`src/rtl/lrq_pkg.sv`:
```
// Shared types and constants of the look-rotation quaternion pipeline.
`timescale 1ns / 1ps
package lrq_pkg;

  // Output format: fraction bits of the quaternion components.
  localparam int FRAC_BITS = 14;
  // Internal fixed-point format: Q30.
  localparam int QI = 30;
  // Width of a signed Q30 value with headroom for sums of matrix entries.
  localparam int Q_W = 34;
  // Width of a raw input component and of an output component.
  localparam int IN_W = 16;
  localparam int OUT_W = 16;
  // Width of a vector component entering the normalizer (cross product needs 33).
  localparam int VEC_W = 33;
  // Width of a component magnitude inside the normalizer.
  localparam int MAG_W = 32;
  // Squared length after normalization lies below 2^62.
  localparam int NRM_W = 62;
  // Even shift steps of the normalizing shifter: 32, 16, 8, 4, 2.
  localparam int NRM_STEPS = 5;
  // Pivot argument width after clamping and its root input width.
  localparam int ARG_W = 34;
  localparam int PIV_IN_W = ARG_W + QI;
  localparam int PIV_R_W = PIV_IN_W / 2;

  typedef logic signed [Q_W-1:0] q30_t;

  // Shepperd branch: positive trace, or largest diagonal element.
  typedef enum logic [1:0] {
    BR_W,
    BR_X,
    BR_Y,
    BR_Z
  } branch_t;

  // Side data of a vector riding along the normalizer root unit.
  typedef struct packed {
    logic [2:0][MAG_W-1:0] mag;
    logic [2:0]            neg;
    logic                  zero;
  } nrm_sb_t;

  // Side data of one normalizer divider lane.
  typedef struct packed {
    logic neg;
    logic zero;
  } dsb_t;

  // Side data of an item riding along the pivot root unit.
  typedef struct packed {
    branch_t br;
    q30_t    d0;
    q30_t    d1;
    q30_t    d2;
    logic    zero;
  } piv_sb_t;

  // Side data of an item riding along the first quaternion divider.
  typedef struct packed {
    branch_t              br;
    logic [PIV_R_W-1:0]   half;
    logic                 hz;
    logic                 zero;
    logic                 neg;
  } qdiv_sb_t;

endpackage

```
`src/rtl/lrq_isqrt.sv`:
```
// Pipelined floor square root, one result bit per stage, with side data.
`timescale 1ns / 1ps
module lrq_isqrt import lrq_pkg::*; #(
  parameter int IN_W = PIV_IN_W,
  parameter int SB_W = 1
) (
  input  logic              clk,
  input  logic              rst,
  input  logic              en,
  input  logic              in_valid,
  input  logic [IN_W-1:0]   in_val,
  input  logic [SB_W-1:0]   in_sb,
  output logic              out_valid,
  output logic [IN_W/2-1:0] out_root,
  output logic [SB_W-1:0]   out_sb
);

  localparam int R_W = IN_W / 2;
  localparam int REM_W = R_W + 2;

  logic              vld  [R_W];
  logic [IN_W-1:0]   rest [R_W];
  logic [REM_W-1:0]  rem  [R_W];
  logic [R_W-1:0]    root [R_W];
  logic [SB_W-1:0]   sb   [R_W];

  for (genvar k = 0; k < R_W; k++) begin : g_stage
    logic             vld_p;
    logic [IN_W-1:0]  rest_p;
    logic [REM_W-1:0] rem_p;
    logic [R_W-1:0]   root_p;
    logic [SB_W-1:0]  sb_p;
    logic [REM_W-1:0] rem_sh;
    logic [REM_W-1:0] trial;
    logic             ge;

    if (k == 0) begin : g_first
      assign vld_p  = in_valid;
      assign rest_p = in_val;
      assign rem_p  = '0;
      assign root_p = '0;
      assign sb_p   = in_sb;
    end else begin : g_next
      assign vld_p  = vld[k-1];
      assign rest_p = rest[k-1];
      assign rem_p  = rem[k-1];
      assign root_p = root[k-1];
      assign sb_p   = sb[k-1];
    end

    // Bring down two bits and try the next root bit
    assign rem_sh = {rem_p[REM_W-3:0], rest_p[IN_W-1:IN_W-2]};
    assign trial  = {root_p, 2'b01};
    assign ge     = rem_sh >= trial;

    always_ff @(posedge clk) begin
      if (rst) begin
        vld[k] <= 1'b0;
      end else if (en) begin
        vld[k] <= vld_p;
      end
    end

    always_ff @(posedge clk) begin
      if (en) begin
        rem[k]  <= ge ? rem_sh - trial : rem_sh;
        root[k] <= {root_p[R_W-2:0], ge};
        rest[k] <= rest_p << 2;
        sb[k]   <= sb_p;
      end
    end
  end

  assign out_valid = vld[R_W-1];
  assign out_root  = root[R_W-1];
  assign out_sb    = sb[R_W-1];

endmodule

```
`config.mk`:
```
export PLATFORM = sky130hd
export DESIGN_NAME = lrq_isqrt
export DESIGN_NICKNAME = d
export VERILOG_FILES = /design/src/rtl/lrq_pkg.sv /design/src/rtl/lrq_isqrt.sv
export SDC_FILE = /design/constraint.sdc
export NUM_CORES = 2
export LEC_CHECK = 0
export BUFFER_PORTS_ARGS = -buffer_cell sky130_fd_sc_hd__buf_2
export CORE_MARGIN = 3
export CORE_UTILIZATION = 35
export CTS_CLUSTER_DIAMETER = 60
export DETAILED_ROUTE_END_ITERATION = 8
export GPL_TIMING_DRIVEN = 0
export PLACE_DENSITY = 0.49
export SYNTH_ARGS = -nofsm -noshare
export SYNTH_HDL_FRONTEND = slang
export SYNTH_MEMORY_MAX_BITS = 65536
export SYNTH_SLANG_ARGS = --single-unit
```
`constraint.sdc`:
```
create_clock -name clk -period 5.85 [get_ports clk]
set_input_delay 0.585 -clock clk [delete_from_list [all_inputs] [get_ports clk]]
set_output_delay 0.585 -clock clk [all_outputs]
set_load 0.005 [all_outputs]
```
==> flow_metrics.tcl <==
set metrics [dict create \
    cp.arrival_ns 5.58 \
    cts_root_buffer "clkbuf_16" \
    drc 0 \
    cts_buffers 313 \
    placed_cells_incl_taps 13500 \
    grt_max_degree 184 \
    clkTransAtPathRegs_ns 0.06 \
    critPathLaunchType "register" \
    core_mm2 0.332 \
    combPwrFrac 0.202 \
    worstMarginPinSlew_ns 1.13 \
    worstPathMaxFanout 10 \
    status "complete, no violations" \
    die-area_mm2 0.341 \
    p_seq_frac 0.448 \
    antenna_found_initial 4 \
    multi_input_area_mm2 0.0377 \
    vias 70400 \
    clk-insertion-delay-late_ns 0.88 \
    ios 103 \
    finalMaxSlewViolations 0 \
    p_leak_nw 50.9 \
    cp_top_family "simple AND/OR/NAND/NOR gates" \
    start_util 0.353 \
    grt_use_total 0.148 \
    place_congestion 0.882 \
    overflow 0 \
    wl_um 258000 \
    area_growth_pct 14.9 \
    regArea_mm2 0.0759 \
    max_freq_ghz 0.204 \
    mostFrequentLayoutCells "edfxtp_1 (2529), inv_1 (717), a21oi_1 (581)" \
    critical_path.slowest_cell "a211oi_1" \
    swShare 0.289 \
    fin_cells 14100 \
    netlist_top_cells_area "edfxtp_1 (65%), ha_1 (6.0%), xnor2_1 (3.1%)" \
    clkSinkCount 2529 \
    min_period_over_period 0.836 \
    grt_pass1_vias 70700 \
    hold_viol 0 \
    fin_skew_ns 0.0357 \
    cts_hold_buf 67 \
    rsz0062_at_grt "false" \
    post_cts_resized 0 \
    place_hpwl_um 186000 \
    p_int_w 0.0388 \
    vdd_drop_max_uv 263 \
    maxCapViolCount 0 \
    synth_area_per_cell_um2 13.0 \
    postSynth.asyncResetShare 0 \
    cts_setup_buffers 0 \
    yosysTopAreaCell "edfxtp_1" \
    switchingPower_w 0.0158 \
    avgViaCountPerCell 4.98 \
    ant_nets 0 \
    yosys_warnings 0 \
    final_common_cell "edfxtp_1" \
    fillCellCount 31000 \
    drt_iter0_markers 4891 \
    cts_tree "done" \
    yosys_most_used_dff "edfxtp_1" \
    endpoint_kind "register" \
    die_w_um 584 \
    p_per_area_mw_per_mm2 406 \
    grt_pass1_wl_um 404000 \
    nNetsFinal 10100 \
    ys_seq_area_frac 0.649 \
    hold_path_class "in -> reg" \
    syn_nets 9623 \
    drive_gt1_frac 0.0781 \
    ys_seq_elements 2529 \
    fin_crit_ns 4.89 \
    setup_viol 0 \
    worst-setup-path-type "reg -> reg" \
    setup_tns_ns 0 \
    std_cell_rows 211 \
    crit_buf_inv 2 \
    synth_edf_count 2529 \
    crit_chain "or4_1 > or4_1 > nor3_1 > o21ai_0 > a211oi_1 > clkbuf_1 > clkbuf_1 > nand2_1 > o21ai_0" \
    syn-cell-area_mm2 0.117 \
    htreeDepth 5 \
    crit_path_max_incr_delay_ns 0.94 \
    p_clk_frac 0.349 \
    required_ns 6.53 \
    io_buffer_count 102 \
    syn_inst 8993 \
    firstDrtPassIters 6 \
    ys_types 84 \
    clockBufferDepth 4 \
    relSlewSlack 0.238 \
    fp.dieH_um 584 \
    wl_per_cell_um 18.3 \
    synth_top_area_frac 0.649 \
]
[Yosys cell counts, types with 79 or more instances]
| master | count |
|---|---|
| nand3_1 | 166 |
| inv_1 | 717 |
| or3_1 | 79 |
| xnor2_1 | 417 |
| a21oi_1 | 581 |
| nand4_1 | 108 |
| nand2b_1 | 120 |
| nor4_1 | 99 |
| clkbuf_1 | 163 |
| nor3_1 | 202 |
| o21a_1 | 106 |
| mux2_2 | 90 |
| o21ai_0 | 446 |
| xor2_1 | 360 |
| nor2_1 | 548 |
| a21o_1 | 270 |
| nand2_1 | 577 |
| ha_1 | 561 |
| edfxtp_1 | 2529 |
[through the flow]
stage                     hold slack, ns  setup WS (ns)   util  instance area, µm²  total power [W]
after global routing               0.115          0.746  0.406              134000           0.0576
final                              0.165          0.957  0.406              134000           0.0546
after CTS                         0.0848          0.942  0.405              134000           0.0554
after detailed placement           0.405          0.404  0.372              123000           0.0359
after global placement             0.400         -37.93  0.371              123000           0.0372
after floorplan                    0.400           2.52      -              117000           0.0321
[metal layers]
| metal | vias to the layer above | track usage | wire [µm] |
|---|---|---|---|
| li1 | 34400 | - | - |
| met1 | 34200 | 0.190 | 112000 |
| met2 | 1350 | 0.260 | 128000 |
| met3 | 468 | 0.0189 | 9700 |
| met4 | 0 | 0.0484 | 7980 |
| met5 | - | 0 | 0 |
[flip-flops by register name, summed over array words and instances (netlist names)]
name / cells
vld: 32
root: 528
sb: 32
rest: 992
rem: 945
[power by group through the flow]
stage | sequential [W] | combinational (W) | clock [W]
after floorplan | 0.0241 | 0.00803 | 0
after global placement | 0.0263 | 0.0109 | 0
after detailed placement | 0.0249 | 0.0110 | 0
after CTS | 0.0245 | 0.0111 | 0.0198
after global routing | 0.0247 | 0.0124 | 0.0205
final | 0.0245 | 0.0110 | 0.0191
[worst paths after layout]
kind,from,to,slack [ns],depth (start not counted)
min,en,rest[0][32],0.17,1
max reg2reg,rem[1][58],rem[1][85],0.96,9
max,rem[1][58],rem[1][85],0.96,9
min reg2reg,rest[0][735],rest[0][799],0.40,0
[logic make-up (layout without fill, tap and decap cells)]
logic type / after synthesis / count (layout) / share of synthesized area
flip-flops: 2529 / 2529 / 0.649
adder cells (fa/ha/maj): 561 / 561 / 0.0600
AO/OA/AOI/OAI: 1833 / 1833 / 0.0969
AND/OR/NAND/NOR: 2299 / 2299 / 0.0978
multiplexers: 99 / 99 / 0.00943
other: 1 / 10 / 0.0000320
buffers and inverters: 894 / 1649 / 0.0287
XOR/XNOR: 777 / 777 / 0.0581
[worst register-to-register path: cells and delay by family (launching register included)]
family | cells | cell delay (ns)
AOI/OAI and AO/OA | 3 | 1.53
buffers and inverters | 2 | 1.06
DFF | 1 | 0.42
and+or+nand+nor | 4 | 1.71
[cell type report]
class                   count  share of cell area
clock buffers             360              0.0602
clock inverters           208              0.0162
well taps                4366              0.0406
repair buffers            187              0.0124
diodes                      9            0.000167
multi-input cells        5570               0.281
plain buffers             174             0.00491
flip-flops and latches   2529               0.565
inverters                 720              0.0201
No activity file was read; power rests on OpenSTA's default activity.
