`src/rtl/lrq_pkg.sv`:
```
// Shared types and constants of the look-rotation quaternion pipeline.
`timescale 1ns / 1ps
package lrq_pkg;

  // Output format: fraction bits of the quaternion components.
  localparam int FRAC_BITS = 14;
  // Internal fixed-point format: Q30.
  localparam int QI = 30;
  // Width of a signed Q30 value with headroom for sums of matrix entries.
  localparam int Q_W = 34;
  // Width of a raw input component and of an output component.
  localparam int IN_W = 16;
  localparam int OUT_W = 16;
  // Width of a vector component entering the normalizer (cross product needs 33).
  localparam int VEC_W = 33;
  // Width of a component magnitude inside the normalizer.
  localparam int MAG_W = 32;
  // Squared length after normalization lies below 2^62.
  localparam int NRM_W = 62;
  // Even shift steps of the normalizing shifter: 32, 16, 8, 4, 2.
  localparam int NRM_STEPS = 5;
  // Pivot argument width after clamping and its root input width.
  localparam int ARG_W = 34;
  localparam int PIV_IN_W = ARG_W + QI;
  localparam int PIV_R_W = PIV_IN_W / 2;

  typedef logic signed [Q_W-1:0] q30_t;

  // Shepperd branch: positive trace, or largest diagonal element.
  typedef enum logic [1:0] {
    BR_W,
    BR_X,
    BR_Y,
    BR_Z
  } branch_t;

  // Side data of a vector riding along the normalizer root unit.
  typedef struct packed {
    logic [2:0][MAG_W-1:0] mag;
    logic [2:0]            neg;
    logic                  zero;
  } nrm_sb_t;

  // Side data of one normalizer divider lane.
  typedef struct packed {
    logic neg;
    logic zero;
  } dsb_t;

  // Side data of an item riding along the pivot root unit.
  typedef struct packed {
    branch_t br;
    q30_t    d0;
    q30_t    d1;
    q30_t    d2;
    logic    zero;
  } piv_sb_t;

  // Side data of an item riding along the first quaternion divider.
  typedef struct packed {
    branch_t              br;
    logic [PIV_R_W-1:0]   half;
    logic                 hz;
    logic                 zero;
    logic                 neg;
  } qdiv_sb_t;

endpackage

```
`src/rtl/lrq_div.sv`:
```
// Pipelined restoring divider, one quotient bit per stage, with side data.
`timescale 1ns / 1ps
module lrq_div import lrq_pkg::*; #(
  parameter int NUM_W = 63,
  parameter int DEN_W = 32,
  parameter int Q_BITS = 32,
  parameter int SB_W = 1
) (
  input  logic              clk,
  input  logic              rst,
  input  logic              en,
  input  logic              in_valid,
  input  logic [NUM_W-1:0]  in_num,
  input  logic [DEN_W-1:0]  in_den,
  input  logic [SB_W-1:0]   in_sb,
  output logic              out_valid,
  output logic [Q_BITS-1:0] out_quot,
  output logic [SB_W-1:0]   out_sb
);

  logic              vld [Q_BITS];
  logic [DEN_W-1:0]  rem [Q_BITS];
  logic [DEN_W-1:0]  den [Q_BITS];
  logic [Q_BITS-1:0] lo  [Q_BITS];
  logic [Q_BITS-1:0] quo [Q_BITS];
  logic [SB_W-1:0]   sb  [Q_BITS];

  for (genvar k = 0; k < Q_BITS; k++) begin : g_stage
    logic              vld_p;
    logic [DEN_W-1:0]  rem_p;
    logic [DEN_W-1:0]  den_p;
    logic [Q_BITS-1:0] lo_p;
    logic [Q_BITS-1:0] quo_p;
    logic [SB_W-1:0]   sb_p;
    logic [DEN_W:0]    sh;
    logic              ge;

    if (k == 0) begin : g_first
      // Upper numerator part is below the divisor when the quotient fits
      assign vld_p = in_valid;
      assign rem_p = DEN_W'(in_num >> Q_BITS);
      assign den_p = in_den;
      assign lo_p  = in_num[Q_BITS-1:0];
      assign quo_p = '0;
      assign sb_p  = in_sb;
    end else begin : g_next
      assign vld_p = vld[k-1];
      assign rem_p = rem[k-1];
      assign den_p = den[k-1];
      assign lo_p  = lo[k-1];
      assign quo_p = quo[k-1];
      assign sb_p  = sb[k-1];
    end

    // Shift in the next numerator bit and subtract when it fits
    assign sh = {rem_p, lo_p[Q_BITS-1]};
    assign ge = sh >= {1'b0, den_p};

    always_ff @(posedge clk) begin
      if (rst) begin
        vld[k] <= 1'b0;
      end else if (en) begin
        vld[k] <= vld_p;
      end
    end

    always_ff @(posedge clk) begin
      if (en) begin
        rem[k] <= ge ? DEN_W'(sh - {1'b0, den_p}) : sh[DEN_W-1:0];
        quo[k] <= {quo_p[Q_BITS-2:0], ge};
        lo[k]  <= lo_p << 1;
        den[k] <= den_p;
        sb[k]  <= sb_p;
      end
    end
  end

  assign out_valid = vld[Q_BITS-1];
  assign out_quot  = quo[Q_BITS-1];
  assign out_sb    = sb[Q_BITS-1];

endmodule

```
`config.mk`:
```
export PLATFORM = sky130hd
export DESIGN_NAME = lrq_div
export DESIGN_NICKNAME = d
export VERILOG_FILES = /design/src/rtl/lrq_pkg.sv /design/src/rtl/lrq_div.sv
export SDC_FILE = /design/constraint.sdc
export NUM_CORES = 2
export LEC_CHECK = 0
export BUFFER_PORTS_ARGS = -buffer_cell sky130_fd_sc_hd__buf_4
export CAP_MARGIN = 30
export CORE_ASPECT_RATIO = 0.6
export CORE_MARGIN = 2
export CORE_UTILIZATION = 37
export DETAILED_ROUTE_END_ITERATION = 10
export GPL_TIMING_DRIVEN = 0
export SLEW_MARGIN = 40
export SYNTH_ARGS = -nofsm -noshare
export SYNTH_HDL_FRONTEND = slang
export SYNTH_MEMORY_MAX_BITS = 65536
export SYNTH_SLANG_ARGS = --single-unit
```
`constraint.sdc`:
```
create_clock -name clk -period 5.48 [get_ports clk]
set_clock_uncertainty 0.05 [all_clocks]
set_input_delay 0.548 -clock clk [delete_from_list [all_inputs] [get_ports clk]]
set_output_delay 0.548 -clock clk [all_outputs]
set_load 0.005 [all_outputs]
```
==> metrics.md <==
| Metric | Value |
|---|---|
| Maximum frequency from static timing analysis | `188 MHz` |
| Post-Route Hold Slack | `0.142 ns` |
| Register-to-register path setup slack | `0.15 ns` |
| Post-CTS Repair Setup Buffers | `0` |
| Maximum buffer depth of the clock tree | `4` |
| Initial detailed-routing violation count | `just over 10000` |
| Rows | `between 150 and 200` |
| Most common flop cell mapped by yosys | `sky130_fd_sc_hd__edfxtp_1` |
| DRC errors left | `0` |
| H-tree lvl count | `5` |
| Total via count after detailed routing | `roughly 99000` |
| Main combinational cell family by area after synthesis | `compound AO/OA/AOI/OAI gates` |
| Average routed wire per standard cell | `roughly 20 µm` |
| Clk sink count | `slightly above 3000` |
| Portion of the post-synthesis area used by sequential elements | `59.3%` |
| Global routing usage summed across all routing layers | `around 17%` |
| Total clock buffers created by CTS | `320` |
| Arrival time at the worst endpoint | `~5.8 ns` |
| Crit path kind | `register to register` |
| Share of the core filled with cells in the final layout | `between 40% and 50%` |
| Largest net degree at the start of global routing | `between 100 and 150` |
| Die outline height | `slightly above 500 µm` |
| Max-capacitance violation count | `0` |
| Area inside the core boundary | `419000 µm²` |
| Number of nets in the final layout | `~14000` |
| Count of flip-flops with a built-in enable after synthesis | `3072` |
| Highest net fanout along the worst path | `10` |
| Final critical delay including setup and external delays | `5.33 ns` |
| Slew at the pin closest to its max-slew limit | `about 0.94 ns` |
| Maximum resistive drop on vdd | `roughly 0.37 mV` |
| Static leakage | `slightly below 70 nW` |
| Total number of yosys warnings | `0` |
| Count of final setup violators | `0` |
| Cells after Synth | `12700` |
| FILL cells | `approximately 39000` |
| Post-Synth XOR/XNOR Area | `between 4 and 5%` |
| Share of synthesized area spent on multiplexers | `under 10%` |
| Accumulated negative setup slack | `0 ns` |
| Congestion Overflow GR | `0` |
| Residual antenna-violating net count after detailed routing | `0` |
| Half-perimeter wire length after detailed placement | `277 mm` |
| Result of the run | `complete, no violations` |
| Hold/Removal Path Class | `input port to register` |
| Antenna violations before repair | `14` |
| Placer Congestion | `0.918` |
| Compound-gate portion of the synthesized area | `12.7%` |
| Share of the synthesized area in the top cell type | `59.3%` |
| Unrepaired setup endpoints after global routing | `no` |
| Count of port buffers added during placement | `between 100 and 150` |
| Area share of and/or/nand/nor cells after synthesis | `around 7.6%` |
| Max-slew violation total from the final report | `0` |
| Number of vias per cell after detailed routing | `between 5 and 6` |
| Via count of the first global-routing pass | `92200` |
| Count of boundary I/O pins | `~130` |
| Hold violation total from the final report | `0` |
| First-pass GRT wire length | `564 mm` |
| Starting utilization of the core area | `a little under two fifths` |
| Clock transition time at the flip-flop clock pins of the worst setup and hold paths | `approximately 0.060 ns` |
| Cell type with the highest aggregate area in the netlist | `sky130_fd_sc_hd__edfxtp_1` |
| Endpoint kind of the worst setup timing path | `register` |
| Adder-cell share of the synthesized area | `between 8 and 9%` |
| Sort of element at the start of the critical path | `register` |
| Latest clock arrival within the worst-skew pair | `slightly above 0.9 ns` |
| Buffer cell driving the clock tree root | `sky130_fd_sc_hd__clkbuf_16` |
| Synth async-reset ratio | `0%` |
| X dimension of the die | `roughly 840 µm` |
| Area of the die | `426000 µm²` |
| Drt pass-1 iters | `6` |
| Max-Slew Margin vs Limit | `36.9%` |
| Netlist cell types | `87` |
| Post-synth net total | `13800` |
| Routed wire length | `between 300 and 400 mm` |
| PwrDens | `596 nW/µm²` |
| Top post-synthesis cells by area | `sky130_fd_sc_hd__edfxtp_1 (59%), sky130_fd_sc_hd__ha_1 (8.2%), sky130_fd_sc_hd__a21oi_1 (3.2%), sky130_fd_sc_hd__inv_1 (3.0%), sky130_fd_sc_hd__xnor2_1 (2.8%)` |
| TritonCTS clock tree | `done` |
| Synthesized flop and latch total | `approximately 3100` |
| Fraction of final layout cells sized beyond drive strength 1 | `slightly below 9%` |
| Data required, critical path | `5.93 ns` |
| Area growth syn-to-layout | `13.1%` |
| Fraction of the cycle the final worst path needs | `between 90 and 100%` |
| Cell area after synthesis | `156000 µm²` |
| Average cell area after synthesis | `about 12 µm²` |
==> cell usage after synthesis (14+ instances only) <==
library cell and instances:
sky130_fd_sc_hd__fa_1 31, sky130_fd_sc_hd__a2111oi_0 15, sky130_fd_sc_hd__or4_1 14, sky130_fd_sc_hd__nand3_1 193, sky130_fd_sc_hd__nor3b_1 14, sky130_fd_sc_hd__o211ai_1 45
sky130_fd_sc_hd__xnor2_1 505, sky130_fd_sc_hd__or2_2 30, sky130_fd_sc_hd__a221o_1 25, sky130_fd_sc_hd__nand4_1 150, sky130_fd_sc_hd__a21oi_1 980, sky130_fd_sc_hd__edfxtp_1 3072
sky130_fd_sc_hd__o41ai_1 25, sky130_fd_sc_hd__and4_1 24, sky130_fd_sc_hd__a31o_2 30, sky130_fd_sc_hd__o31ai_1 51, sky130_fd_sc_hd__mux2i_1 27, sky130_fd_sc_hd__nand2_1 848
sky130_fd_sc_hd__a211o_1 26, sky130_fd_sc_hd__buf_2 20, sky130_fd_sc_hd__nand2b_1 107, sky130_fd_sc_hd__ha_1 1024, sky130_fd_sc_hd__and3_1 67, sky130_fd_sc_hd__a41oi_1 21
sky130_fd_sc_hd__clkbuf_1 240, sky130_fd_sc_hd__a311oi_1 18, sky130_fd_sc_hd__nor4_1 27, sky130_fd_sc_hd__a21boi_0 17, sky130_fd_sc_hd__or3_1 44, sky130_fd_sc_hd__o21a_1 149
sky130_fd_sc_hd__mux2_2 392, sky130_fd_sc_hd__and2_1 70, sky130_fd_sc_hd__o21ai_0 804, sky130_fd_sc_hd__inv_1 1263, sky130_fd_sc_hd__a211oi_1 80, sky130_fd_sc_hd__xor2_1 340
sky130_fd_sc_hd__mux2_4 27, sky130_fd_sc_hd__o21bai_1 112, sky130_fd_sc_hd__o31a_1 51, sky130_fd_sc_hd__nor2b_1 154, sky130_fd_sc_hd__a21o_1 503, sky130_fd_sc_hd__a31oi_1 97
sky130_fd_sc_hd__nor2_1 625, sky130_fd_sc_hd__nor3_1 125
==> through the flow <==
step / cell area [µm²] / std cells / total power [mW] / setup slack (ns)
6_report: 176000 / 19100 / 105 / 0.149
3_3_place_gp: 164000 / 18400 / 82.7 / -26.52
5_1_grt: 176000 / 19100 / 112 / 0.00368
2_1_floorplan: 156000 / 12700 / 68.7 / 1.61
4_1_cts: 176000 / 19100 / 105 / 0.0664
3_5_place_dp: 165000 / 18400 / 81.9 / -0.0264
==> per-layer routing <==
| layer | up-vias | global-route usage [%] | share of wire [%] |
|---|---|---|---|
| met2 | 3004 | 20.9 | 36 |
| met4 | 6 | 3.57 | 2.0 |
| met5 | - | 0.111 | 0.025 |
| met1 | 47800 | 28.2 | 53 |
| li1 | 47900 | - | - |
| met3 | 473 | 4.81 | 9.2 |
==> cells in the final DEF (no fill, tap or decap), types with 98 or more instances in the layout <==
master | Yosys | routed
sky130_fd_sc_hd__ha_1 | 1024 | 1024
sky130_fd_sc_hd__nor2_1 | 625 | 625
sky130_fd_sc_hd__buf_4 | 0 | 134
sky130_fd_sc_hd__nand4_1 | 150 | 150
sky130_fd_sc_hd__nor2b_1 | 154 | 154
sky130_fd_sc_hd__nand2b_1 | 107 | 107
sky130_fd_sc_hd__a21oi_1 | 980 | 978
sky130_fd_sc_hd__o21bai_1 | 112 | 112
sky130_fd_sc_hd__xnor2_1 | 505 | 505
sky130_fd_sc_hd__a21o_1 | 503 | 503
sky130_fd_sc_hd__inv_1 | 1263 | 1263
sky130_fd_sc_hd__nand3_1 | 193 | 193
sky130_fd_sc_hd__xor2_1 | 340 | 340
sky130_fd_sc_hd__nor3_1 | 125 | 121
sky130_fd_sc_hd__o21a_1 | 149 | 149
sky130_fd_sc_hd__o21ai_0 | 804 | 797
sky130_fd_sc_hd__clkbuf_1 | 240 | 277
sky130_fd_sc_hd__dlygate4sd3_1 | 0 | 98
sky130_fd_sc_hd__nand2_1 | 848 | 848
sky130_fd_sc_hd__mux2_2 | 392 | 392
sky130_fd_sc_hd__clkbuf_16 | 0 | 324
sky130_fd_sc_hd__edfxtp_1 | 3072 | 3072
==> registers in the layout, summed over array words and instances (netlist names) <==
signal,cells
den,992
quo,528
lo,496
rem,992
vld,32
sb,32
==> area by class of cell <==
cell class	instances	area (µm²)	share of cell area (%)
repair buffers	267	2910	1.65
plain buffers	273	1090	0.622
well taps	5580	6980	3.97
inverters	1263	4740	2.69
diodes	7	17.5	0.00995
clock buffers	377	8290	4.71
multi-input cells	8044	57700	32.8
clock inverters	192	2030	1.15
flip-flops and latches	3072	92200	52.4
==> worst max-delay path, cell delays in order (launching register included) <==
cell,delay (ns)
sky130_fd_sc_hd__edfxtp_1,0.56
sky130_fd_sc_hd__inv_1,0.10
sky130_fd_sc_hd__ha_1,0.23
sky130_fd_sc_hd__nand2b_1,0.16
sky130_fd_sc_hd__a21oi_1,0.26
sky130_fd_sc_hd__a21oi_1,0.17
sky130_fd_sc_hd__a311oi_1,0.51
sky130_fd_sc_hd__nor2_1,0.16
sky130_fd_sc_hd__a21o_1,0.27
sky130_fd_sc_hd__o21ai_1,0.57
sky130_fd_sc_hd__a21oi_1,0.13
sky130_fd_sc_hd__o21a_1,0.32
sky130_fd_sc_hd__clkbuf_1,0.41
sky130_fd_sc_hd__clkbuf_1,0.48
sky130_fd_sc_hd__nand2_1,0.19
sky130_fd_sc_hd__o21ai_0,0.35
==> repair_timing <==
| item | in CTS | in global routing |
|---|---|---|
| endpoints found under the hold margin | 134 | 0 |
| endpoints found under the setup margin | 0 | 84 |
| hold buffers | 98 | 0 |
| resized for setup | 0 | 1 |
==> cells by family (layout without fill, tap and decap cells) <==
kind of cell / count (synthesis) / after routing
adder cells (fa/ha/maj): 1055 / 1055
flip-flops: 3072 / 3072
XOR/XNOR: 845 / 845
buffers and inverters: 1536 / 2372
other: 0 / 7
AND/OR/NAND/NOR: 2525 / 2525
AO/OA/AOI/OAI: 3170 / 3170
multiplexers: 449 / 449
==> where the power goes <==
group / internal [mW] / switching (mW) / total (mW)
clock network: 12.4 / 9.60 / 22.0
registers: 33.8 / 3.27 / 37.0
logic: 19.0 / 26.8 / 45.8
total: 65.2 / 39.7 / 105
==> final timing paths <==
kind                 end       start  depth (start not counted)
max          rem[19][21]  lo[18][30]                         15
min              vld[16]         rst                          3
max reg2reg  rem[19][21]  lo[18][30]                         15
min reg2reg   lo[17][22]  lo[16][21]                          0
Power figures use the tool's default switching activity.
